--- src/rtl/bubble_sort_engine_assert.svh ---
// ----------------------------------------------------------------------------
// bubble_sort_engine assertion macros
// Concurrent checks clocked on clk, disabled while rst_n is low.
// ----------------------------------------------------------------------------
`ifndef BUBBLE_SORT_ENGINE_ASSERT_SVH
`define BUBBLE_SORT_ENGINE_ASSERT_SVH

// check cons in the same cycle as ante
`define BSE_ASSERT_NOW(name, ante, cons, msg) \
    name: assert property (@(posedge clk) disable iff (!rst_n) (ante) |-> (cons)) \
        else $error(msg);

// check cons in the cycle after ante
`define BSE_ASSERT_NEXT(name, ante, cons, msg) \
    name: assert property (@(posedge clk) disable iff (!rst_n) (ante) |=> (cons)) \
        else $error(msg);

`endif

--- src/rtl/bse_pkg.sv ---
// ----------------------------------------------------------------------------
// bse_pkg
// Shared types of the bubble sort engine: controller states and the command
// and status groups between controller and datapath.
// ----------------------------------------------------------------------------
`default_nettype none

package bse_pkg;

    localparam int unsigned DATA_W = 32;

    typedef enum logic [3:0] {
        ST_LOAD,
        ST_INIT,
        ST_CHECK,
        ST_RD0,
        ST_RD1,
        ST_CMP,
        ST_FLUSH,
        ST_EMIT_RD,
        ST_EMIT_LD,
        ST_EMIT_HOLD
    } bse_state_t;

    typedef struct packed {
        logic store;
        logic init;
        logic rd0;
        logic rd1;
        logic step;
        logic flush;
        logic emit_rd;
        logic emit_ld;
        logic emit_done;
    } bse_cmd_t;

    typedef struct packed {
        logic range_gt1;
        logic pass_end;
        logic emit_last;
    } bse_stat_t;

endpackage

`default_nettype wire

--- src/rtl/bse_ctrl.sv ---
// ----------------------------------------------------------------------------
// bse_ctrl
// Controller: sequences load, sort passes and emission of the sorted words.
// ----------------------------------------------------------------------------
`default_nettype none

module bse_ctrl
    import bse_pkg::*;
(
    input  wire logic      clk,
    input  wire logic      rst_n,
    input  wire logic      s_tvalid,
    input  wire logic      s_tlast,
    input  wire logic      m_tready,
    input  wire bse_stat_t stat,
    output bse_cmd_t       cmd,
    output logic           s_tready,
    output logic           m_tvalid
);

    bse_state_t state_reg;
    bse_state_t state_next;

    always_ff @(posedge clk or negedge rst_n)
    begin
        if (!rst_n)
        begin
            state_reg <= ST_LOAD;
        end
        else
        begin
            state_reg <= state_next;
        end
    end

    always_comb
    begin
        state_next = state_reg;
        case (state_reg)
            ST_LOAD:
            begin
                if (s_tvalid && s_tlast)
                begin
                    state_next = ST_INIT;
                end
            end
            ST_INIT:
            begin
                state_next = ST_CHECK;
            end
            ST_CHECK:
            begin
                state_next = stat.range_gt1 ? ST_RD0 : ST_EMIT_RD;
            end
            ST_RD0:
            begin
                state_next = ST_RD1;
            end
            ST_RD1:
            begin
                state_next = ST_CMP;
            end
            ST_CMP:
            begin
                if (stat.pass_end)
                begin
                    state_next = ST_FLUSH;
                end
            end
            ST_FLUSH:
            begin
                state_next = ST_CHECK;
            end
            ST_EMIT_RD:
            begin
                state_next = ST_EMIT_LD;
            end
            ST_EMIT_LD:
            begin
                state_next = ST_EMIT_HOLD;
            end
            ST_EMIT_HOLD:
            begin
                if (m_tready)
                begin
                    state_next = stat.emit_last ? ST_LOAD : ST_EMIT_RD;
                end
            end
            default:
            begin
                state_next = ST_LOAD;
            end
        endcase
    end

    always_comb
    begin
        cmd      = '0;
        s_tready = 1'b0;
        m_tvalid = 1'b0;
        case (state_reg)
            ST_LOAD:
            begin
                s_tready  = 1'b1;
                cmd.store = s_tvalid;
            end
            ST_INIT:
            begin
                cmd.init = 1'b1;
            end
            ST_RD0:
            begin
                cmd.rd0 = 1'b1;
            end
            ST_RD1:
            begin
                cmd.rd1 = 1'b1;
            end
            ST_CMP:
            begin
                cmd.step = 1'b1;
            end
            ST_FLUSH:
            begin
                cmd.flush = 1'b1;
            end
            ST_EMIT_RD:
            begin
                cmd.emit_rd = 1'b1;
            end
            ST_EMIT_LD:
            begin
                cmd.emit_ld = 1'b1;
            end
            ST_EMIT_HOLD:
            begin
                m_tvalid      = 1'b1;
                cmd.emit_done = m_tready;
            end
            default:
            begin
                cmd = '0;
            end
        endcase
    end

endmodule

`default_nettype wire

--- src/rtl/bse_dp.sv ---
// ----------------------------------------------------------------------------
// bse_dp
// Datapath: element memory, counters, carry register and compare for the
// bubble passes, and the output word register.
// ----------------------------------------------------------------------------
`default_nettype none

module bse_dp
    import bse_pkg::*;
#(
    parameter int unsigned DEPTH = 64
)
(
    input  wire logic              clk,
    input  wire logic              rst_n,
    input  wire bse_cmd_t          cmd,
    input  wire logic [DATA_W-1:0] in_value,
    output bse_stat_t              stat,
    output logic [DATA_W-1:0]      out_value,
    output logic                   out_last,
    output logic                   out_ovf
);

    localparam int unsigned AW = (DEPTH > 1) ? $clog2(DEPTH) : 1;
    localparam int unsigned CW = $clog2(DEPTH + 1);

    logic [DATA_W-1:0] mem [DEPTH];

    logic [CW-1:0]     count_reg;
    logic [CW-1:0]     count_next;
    logic              ovf_reg;
    logic              ovf_next;
    logic [CW-1:0]     range_reg;
    logic [CW-1:0]     range_next;
    logic [AW-1:0]     idx_reg;
    logic [AW-1:0]     idx_next;
    logic [AW-1:0]     k_reg;
    logic [AW-1:0]     k_next;
    logic [DATA_W-1:0] carry_reg;
    logic [DATA_W-1:0] carry_next;
    logic [DATA_W-1:0] rdata_reg;
    logic [DATA_W-1:0] out_value_reg;
    logic              out_last_reg;

    logic              full;
    logic              gt;
    logic              we;
    logic [AW-1:0]     waddr;
    logic [DATA_W-1:0] wdata;
    logic [AW-1:0]     raddr;

    assign full = (count_reg == CW'(DEPTH));
    assign gt   = ($signed(carry_reg) > $signed(rdata_reg));

    assign stat.range_gt1 = (range_reg > CW'(1));
    assign stat.pass_end  = ((CW'(idx_reg) + CW'(1)) == (range_reg - CW'(1)));
    assign stat.emit_last = ((CW'(k_reg) + CW'(1)) == count_reg);

    always_comb
    begin
        we    = 1'b0;
        waddr = '0;
        wdata = carry_reg;
        if (cmd.store && !full)
        begin
            we    = 1'b1;
            waddr = count_reg[AW-1:0];
            wdata = in_value;
        end
        else if (cmd.step)
        begin
            we    = 1'b1;
            waddr = idx_reg;
            wdata = gt ? rdata_reg : carry_reg;
        end
        else if (cmd.flush)
        begin
            we    = 1'b1;
            waddr = AW'(range_reg - CW'(1));
            wdata = carry_reg;
        end
    end

    always_comb
    begin
        raddr = '0;
        if (cmd.rd0)
        begin
            raddr = '0;
        end
        else if (cmd.rd1)
        begin
            raddr = AW'(1);
        end
        else if (cmd.step)
        begin
            raddr = idx_reg + AW'(2);
        end
        else if (cmd.emit_rd)
        begin
            raddr = k_reg;
        end
    end

    always_ff @(posedge clk)
    begin
        if (we)
        begin
            mem[waddr] <= wdata;
        end
        rdata_reg <= mem[raddr];
    end

    always_comb
    begin
        count_next = count_reg;
        ovf_next   = ovf_reg;
        range_next = range_reg;
        idx_next   = idx_reg;
        k_next     = k_reg;
        carry_next = carry_reg;
        if (cmd.store)
        begin
            if (full)
            begin
                ovf_next = 1'b1;
            end
            else
            begin
                count_next = count_reg + CW'(1);
            end
        end
        if (cmd.init)
        begin
            range_next = count_reg;
            k_next     = '0;
        end
        if (cmd.rd1)
        begin
            carry_next = rdata_reg;
            idx_next   = '0;
        end
        if (cmd.step)
        begin
            idx_next = idx_reg + AW'(1);
            if (!gt)
            begin
                carry_next = rdata_reg;
            end
        end
        if (cmd.flush)
        begin
            range_next = range_reg - CW'(1);
        end
        if (cmd.emit_done)
        begin
            if (stat.emit_last)
            begin
                count_next = '0;
                ovf_next   = 1'b0;
                k_next     = '0;
            end
            else
            begin
                k_next = k_reg + AW'(1);
            end
        end
    end

    always_ff @(posedge clk or negedge rst_n)
    begin
        if (!rst_n)
        begin
            count_reg <= '0;
            ovf_reg   <= 1'b0;
            range_reg <= '0;
            idx_reg   <= '0;
            k_reg     <= '0;
        end
        else
        begin
            count_reg <= count_next;
            ovf_reg   <= ovf_next;
            range_reg <= range_next;
            idx_reg   <= idx_next;
            k_reg     <= k_next;
        end
    end

    always_ff @(posedge clk)
    begin
        carry_reg <= carry_next;
        if (cmd.emit_ld)
        begin
            out_value_reg <= rdata_reg;
            out_last_reg  <= stat.emit_last;
        end
    end

    assign out_value = out_value_reg;
    assign out_last  = out_last_reg;
    assign out_ovf   = ovf_reg;

endmodule

`default_nettype wire

--- src/rtl/bubble_sort_engine.sv ---
// ----------------------------------------------------------------------------
// bubble_sort_engine
// Collects signed 32-bit words up to the one marked last, bubble-sorts them
// in place and streams them back in ascending order.
// ----------------------------------------------------------------------------
//  channel | dir | tdata            | tlast    | tuser
//  s_*     | in  | [31:0] value     | last_in  | -
//  m_*     | out | [31:0] sorted    | last_out | overflowed
//
//  Load: one word per cycle; words past DEPTH are dropped and flagged.
//  Sort: one compare-and-write per cycle on the single memory write port.
//  Emit: each word is read, registered and held till taken; s_tready stays low
//  from the last input word until the last output word is taken.
//  Reset clears counters and the controller; memory contents are kept.
// ----------------------------------------------------------------------------
`default_nettype none

module bubble_sort_engine
    import bse_pkg::*;
#(
    parameter int unsigned DEPTH = 64
)
(
    input  wire logic              clk,
    input  wire logic              rst_n,
    input  wire logic              s_tvalid,
    output logic                   s_tready,
    input  wire logic [DATA_W-1:0] s_tdata,   // [31:0] value
    input  wire logic              s_tlast,
    output logic                   m_tvalid,
    input  wire logic              m_tready,
    output logic [DATA_W-1:0]      m_tdata,   // [31:0] sorted_value
    output logic                   m_tlast,
    output logic                   m_tuser    // [0] overflowed
);

    bse_cmd_t  cmd;
    bse_stat_t stat;

    bse_ctrl u_ctrl (
        .clk      (clk),
        .rst_n    (rst_n),
        .s_tvalid (s_tvalid),
        .s_tlast  (s_tlast),
        .m_tready (m_tready),
        .stat     (stat),
        .cmd      (cmd),
        .s_tready (s_tready),
        .m_tvalid (m_tvalid)
    );

    bse_dp #(
        .DEPTH (DEPTH)
    ) u_dp (
        .clk       (clk),
        .rst_n     (rst_n),
        .cmd       (cmd),
        .in_value  (s_tdata),
        .stat      (stat),
        .out_value (m_tdata),
        .out_last  (m_tlast),
        .out_ovf   (m_tuser)
    );

`include "bubble_sort_engine_assert.svh"

    `BSE_ASSERT_NOW(a_no_overlap, s_tready, !m_tvalid, "input and output open together")
    `BSE_ASSERT_NEXT(a_close_set, s_tvalid && s_tready && s_tlast, !s_tready, "set not closed")
    `BSE_ASSERT_NEXT(a_reopen, m_tvalid && m_tready && m_tlast, s_tready, "input not reopened")

endmodule

`default_nettype wire
--- config.mk ---
export PLATFORM = sky130hd
export DESIGN_NAME = bubble_sort_engine
export DESIGN_NICKNAME = d
export VERILOG_FILES = /design/src/rtl/bse_pkg.sv /design/src/rtl/bse_ctrl.sv /design/src/rtl/bse_dp.sv /design/src/rtl/bubble_sort_engine.sv
export VERILOG_INCLUDE_DIRS = /design/src /design/src/rtl
export SDC_FILE = /design/constraint.sdc
export NUM_CORES = 2
export LEC_CHECK = 0
export CAP_MARGIN = 20
export CORE_UTILIZATION = 55
export DETAILED_ROUTE_END_ITERATION = 16
export DONT_BUFFER_PORTS = 1
export PLACE_DENSITY = 0.7
export REMOVE_ABC_BUFFERS = 1
export SYNTH_ARGS = -nofsm -noshare
export SYNTH_HDL_FRONTEND = slang
export SYNTH_SLANG_ARGS = --single-unit
--- constraint.sdc ---
create_clock -name clk -period 8 [get_ports clk]
set_clock_uncertainty 0.05 [all_clocks]
set_input_delay 2.4 -clock clk [delete_from_list [all_inputs] [get_ports clk]]
set_output_delay 2.4 -clock clk [all_outputs]
set_load 0.005 [all_outputs]
### Word level (Yosys, flattened, before mapping)

Memories as Yosys holds them, arrays and structs flattened. A register that Yosys moved wholly into a read port is not among the register bits.
Index checks and enable logic that the tools add are counted.

| word-level totals | value |
|---|---|
| bits in writable memories | 2,048 |
| logic and storage cells | 93 |
| memories kept | 1 |
| memory bits (read-only) | 0 |
| output and inout port bits | 36 |
| latch bits | 0 |
| flip-flop bits (word level) | 96 |

Memory list:

| memory | depth | bits a word | rd ports | clocked after memory_dff | write ports | line | source |
|---|---|---|---|---|---|---|---|
| u_dp.mem | 64 | 32 | 1 | 1 | 1 | bse_dp.sv:27 | `logic [DATA_W-1:0] mem [DEPTH];` |

| operators by class | value |
|---|---|
| shift operators | 0 |
| add/subtract/negate cells | 7 |
| bitwise operators | 0 |
| reduce and logical (&&, ||, !) cells | 9 |
| muxes and demuxes | 50 |
| order comparisons | 2 |
| equal/unequal tests | 15 |
| divide/modulo/power cells | 0 |
| $mul | 0 |

Operator list:

| operator | count |
|---|---|
| $mux 32 | 6 |
| $mux 6 | 12 |
| $mux 7 | 6 |
| $pmux 4 s9 | 1 |
| $gt 32x32->1 | 1 |
| $mux 1 | 20 |
| $eq 4x3->1 const B | 4 |
| $add 6x1->7 const B | 2 |
| $eq 7x7->1 | 2 |
| $add 6x1->6 const B | 2 |
| $mux 4 | 3 |
| $eq 4x2->1 const B | 2 |
| $eq 4x4->1 const B | 2 |
| $add 7x1->7 const B | 1 |
| $eq 7x7->1 const B | 1 |
| $gt 7x1->1 const B | 1 |
| $sub 7x1->7 const B | 1 |
| $add 6x2->6 const B | 1 |
| $mux 3 | 2 |
| $reduce_bool 2->1 | 3 |
| $eq 4x1->1 const B | 1 |
| $logic_not 4->1 | 1 |
| $ne 2x2->1 const B | 2 |
| $reduce_and 3->1 | 1 |
| other kinds (4) | 5 |

### Logic depth before layout (Yosys ltp)

| logic depth | value |
|---|---|
| depth in word-level cells | 7 |
| mapped depth | 14 |
| gate-level depth less buffers | 10 |

### Cells and area by module

Synthesis repeated with hierarchy kept, for this count alone.

| second synthesis, totals | value |
|---|---|
| cell total of the unflattened synthesis | 4,582 |
| area total of the unflattened synthesis | 85,849.8 um^2 |

Modules (own cells, without submodules):

| module | area each (um^2) | cells each | times used |
|---|---|---|---|
| bse_dp | 85,413.2 | 4,528 | 1 |
| bse_ctrl | 436.7 | 54 | 1 |

### Worst setup path after synthesis

OpenSTA, ideal clock, no wires.

| timing path | value |
|---|---|
| path type | in2reg |
| from | in s_tvalid |
| to | mem u_dp.mem[0][0] (data pin) |
| library setup time | 0.728 ns |
| cell stages on the path | 4 |
| setup slack | 1.614 ns |
| arrival time | 5.608 ns |
| cells stage by stage | and2_1 > clkbuf_1 > and2b_1 > o311ai_1 |

| on the way | value |
|---|---|
| word-level cells in the longest chain between the ends | 3 |

Ends and longest elaborated chain:

| element | line | source |
|---|---|---|
| start: declaration | bubble_sort_engine.sv:26 | `input wire logic s_tvalid,` |
| $mux 1 | bse_ctrl.sv:101 | `case (state_reg)` |
| $logic_and 1x1->1 | bse_dp.sv:64 | `if (cmd.store && !full)` |
| $mux 32 | bse_dp.sv:64 |  |
| via u_dp.wdata[0] | bse_dp.sv:49 | `logic [DATA_W-1:0] wdata;` |
| end: declaration | bse_dp.sv:27 |  |

The timed path passes the listed nets, and every way through them passes these cells.

### Worst setup path after layout

| timing path | value |
|---|---|
| from | reg u_dp.rdata_reg[15] (read register of u_dp.mem) |
| to | mem u_dp.mem[20][8] (data pin) |

| on the way | value |
|---|---|
| word-level cells in the longest chain between the ends | 4 |

Ends and longest elaborated chain:

| element | line | source |
|---|---|---|
| start: declaration | bse_dp.sv:41 | `logic [DATA_W-1:0] rdata_reg;` |
| $gt 32x32->1 | bse_dp.sv:53 | `assign gt = ($signed(carry_reg) > $signed(rdata_reg));` |
| $mux 32 | bse_dp.sv:74 | `wdata = gt ? rdata_reg : carry_reg;` |
| $mux 32 | bse_dp.sv:70 | `else if (cmd.step)` |
| $mux 32 | bse_dp.sv:64 |  |
| via u_dp.wdata[8] | bse_dp.sv:49 |  |

The timed path passes the listed nets, and every way through them passes these cells.

==> results.json <==
{
  "p_leak_nw": 33.4,
  "synthTopCellsByArea": "edfxtp_1, nand2_1, nand3_1",
  "syn_inst": 6524,
  "viasPerCell": 6.23,
  "post_cts_resized": 0,
  "cp-end-kind": "flop",
  "final_antenna_net_count": 0,
  "vias": 54000,
  "grt_util_met3_pct": 5.87,
  "ff2ff_path_depth": 12,
  "cts_max_path_buffers": 3,
  "place.gp.congestion": 0.924,
  "final_core_util_pct": 61.7,
  "cts_buffers": 206,
  "synth-seq-cells": 2176,
  "track_usage_pct": 28.4,
  "wl_per_cell_um": 26.7,
  "slew_violations": 0,
  "post_cts_buffers": 0,
  "grt_max_degree": 155,
  "rrSetupSlack_ns": 2.59,
  "worstMarginPinSlew_ns": 1.16,
  "hp-start": "u_dp.rdata_reg[16]",
  "cp.required_ns": 8.53,
  "post-route-min-period_ns": 5.41,
  "max-cap-violations": 0,
  "setup_viol": 0,
  "drt_first_iter_violations": 7148,
  "ir_worst_vdd_mv": 0.348,
  "largest_reg_flops": 2048,
  "yosysTopAreaCellShare_pct": 71.6,
  "hp-class": "reg -> reg",
  "rows": 145,
  "cts-root-buf": "clkbuf_16",
  "yosysUniqueCellTypes": 59,
  "whs_endpoint": "u_dp.out_value[16]",
  "cp_max_fo": 34,
  "synthArstFlopShare_pct": 1.42,
  "hold_violations": 0,
  "drt-pass1-iter-count": 6,
  "slowest_stage": "nor3_4",
  "initial_utilization_pct": 55.6,
  "syn_area_um2": 87300,
  "syn_area_per_cell_um2": 13.4,
  "routed_wl_mm": 231,
  "critPathArrivalTime_ns": 5.94,
  "cts.sinks": 2176,
  "use_met2_pct": 41.9,
  "finish.net_count": 6508,
  "h-tree-depth": 4,
  "reg2reg_to": "u_dp.mem[20][8]",
  "syn_to_final_growth_pct": 10.8,
  "grt.busiest_layer": "met2",
  "drive_gt1_share_pct": 8.68,
  "antenna_found_initial": 15,
  "relSlewSlack_pct": 22.5,
  "rsz0062_at_grt": "false",
  "clk_latency_ns": 0.84,
  "yosysWarnings": 0,
  "regMostFlops": "u_dp.mem",
  "max_freq_ghz": 0.185,
  "slowest_delay_ns": 0.91,
  "synth_edf_count": 2081,
  "grtUsageMet1_pct": 41.6,
  "synth_top_cell_by_area": "edfxtp_1",
  "final.period_utilization_pct": 67.6,
  "remaining_drc_errors": 0,
  "placedCellCount": 8263,
  "grt_pass1_wl_mm": 336,
  "grt.overflow.total": 0,
  "synth_flop_cell": "edfxtp_1",
  "cp_cell_sequence": "inv_1 -> ha_1 -> nand4_1 -> nor4_1 -> a21boi_1 -> o31a_1 -> nor4_1 -> nor3_4 -> buf_4 -> mux2i_1 -> a21oi_4 -> buf_4",
  "core_um2": 157000,
  "status": "completed",
  "pin_count": 73,
  "cp-start-kind": "flop",
  "portBuffers": 0,
  "power_density_nw_per_um2": 392,
  "fp.dieW_um": 400,
  "synth_most_common_cell": "edfxtp_1",
  "seq_area_frac_synth_pct": 73.9,
  "hold_path_depth": 0,
  "critical_path_class": "reg -> reg",
  "clkTransAtPathRegs_ns": 0.06,
  "synthTopCellsByCount": "edfxtp_1, nand2_1, nand3_1",
  "final_cells": 8669,
  "cts_tree": "yes",
  "first_global_vias": 50800,
  "die_y_um": 400,
  "fp.dieArea_um2": 160000,
  "hpwl_mm": 133,
  "r2r_start": "u_dp.rdata_reg[15]",
  "ctsHoldBuffers": 0
}
## placed cells by master, fill, tap and decap left out, drive strengths merged, types with 65 or more instances in the layout
| cell | instances |
|---|---|
| clkbuf | 272 |
| clkinv | 90 |
| a221oi | 68 |
| edfxtp | 2081 |
| nand3 | 717 |
| nor2 | 132 |
| mux2i | 223 |
| and3 | 197 |
| a32o | 65 |
| a31oi | 193 |
| nand2 | 1880 |
| buf | 124 |
## worst max path at each step
stage                     slack, ns                end                 from
after detailed placement       1.95    u_dp.mem[8][20]             s_tvalid
after floorplan              -35.54  u_dp.rdata_reg[0]  u_ctrl.state_reg[0]
after global placement         1.69   u_dp.mem[60][13]             s_tvalid
after CTS                      2.65    u_dp.mem[20][8]   u_dp.rdata_reg[15]
final                          2.59    u_dp.mem[20][8]   u_dp.rdata_reg[15]
after global routing           2.40    u_dp.mem[20][8]   u_dp.rdata_reg[14]
## through the flow
| step | TNS (ns) | hold WS (ns) | worst slack, ns | power (mW) | instance area [um^2] |
|---|---|---|---|---|---|
| 4_1_cts | 0 | 0.398 | 2.65 | 37.8 | 96300 |
| 5_1_grt | 0 | 0.406 | 2.40 | 39.3 | 96700 |
| 2_1_floorplan | -1137.19 | 0.380 | -35.54 | 24.2 | 85300 |
| 3_5_place_dp | 0 | 0.396 | 1.95 | 28.6 | 89900 |
| 6_report | 0 | 0.399 | 2.59 | 37.9 | 96800 |
| 3_3_place_gp | 0 | 0.387 | 1.69 | 28.2 | 89700 |
## routing by layer
layer  wire length (um)  part of all wire (%)
met5                 60                 0.026
met4               9080                   3.9
met3              25000                    11
met2             104000                    45
met1              93400                    40
## power by group
group          switching, mW  internal, mW
clock                   4.08          5.26
sequential             0.331          15.6
combinational           9.41          3.22
## logic make-up after synthesis
kind of cell             synth area share, %
buffers and inverters                   2.46
XOR/XNOR                               0.331
multiplexers                            2.58
AO/OA/AOI/OAI                           5.48
AND/OR/NAND/NOR                         14.6
adder cells (fa/ha/maj)                0.570
flip-flops                              73.9
## worst max-delay path: cells and delay by family (launching register included)
family	cells	cell delay [ns]
muxes	1	0.19
AOI/OAI and AO/OA	3	1.28
DFF	1	0.36
adders and majority gates	1	0.34
buffers and inverters	3	1.08
and+or+nand+nor	4	1.81
## final cells by class
cell class              count  area (um^2)
clock buffers             272         5660
fillers                 11300        60200
clock inverters           107          749
flip-flops and latches   2176        64500
repair buffers            124         1490
well taps                2058         2570
inverters                  40          150
diodes                      8         20.0
multi-input cells        3884        21600
Power figures use the tool's default switching activity.
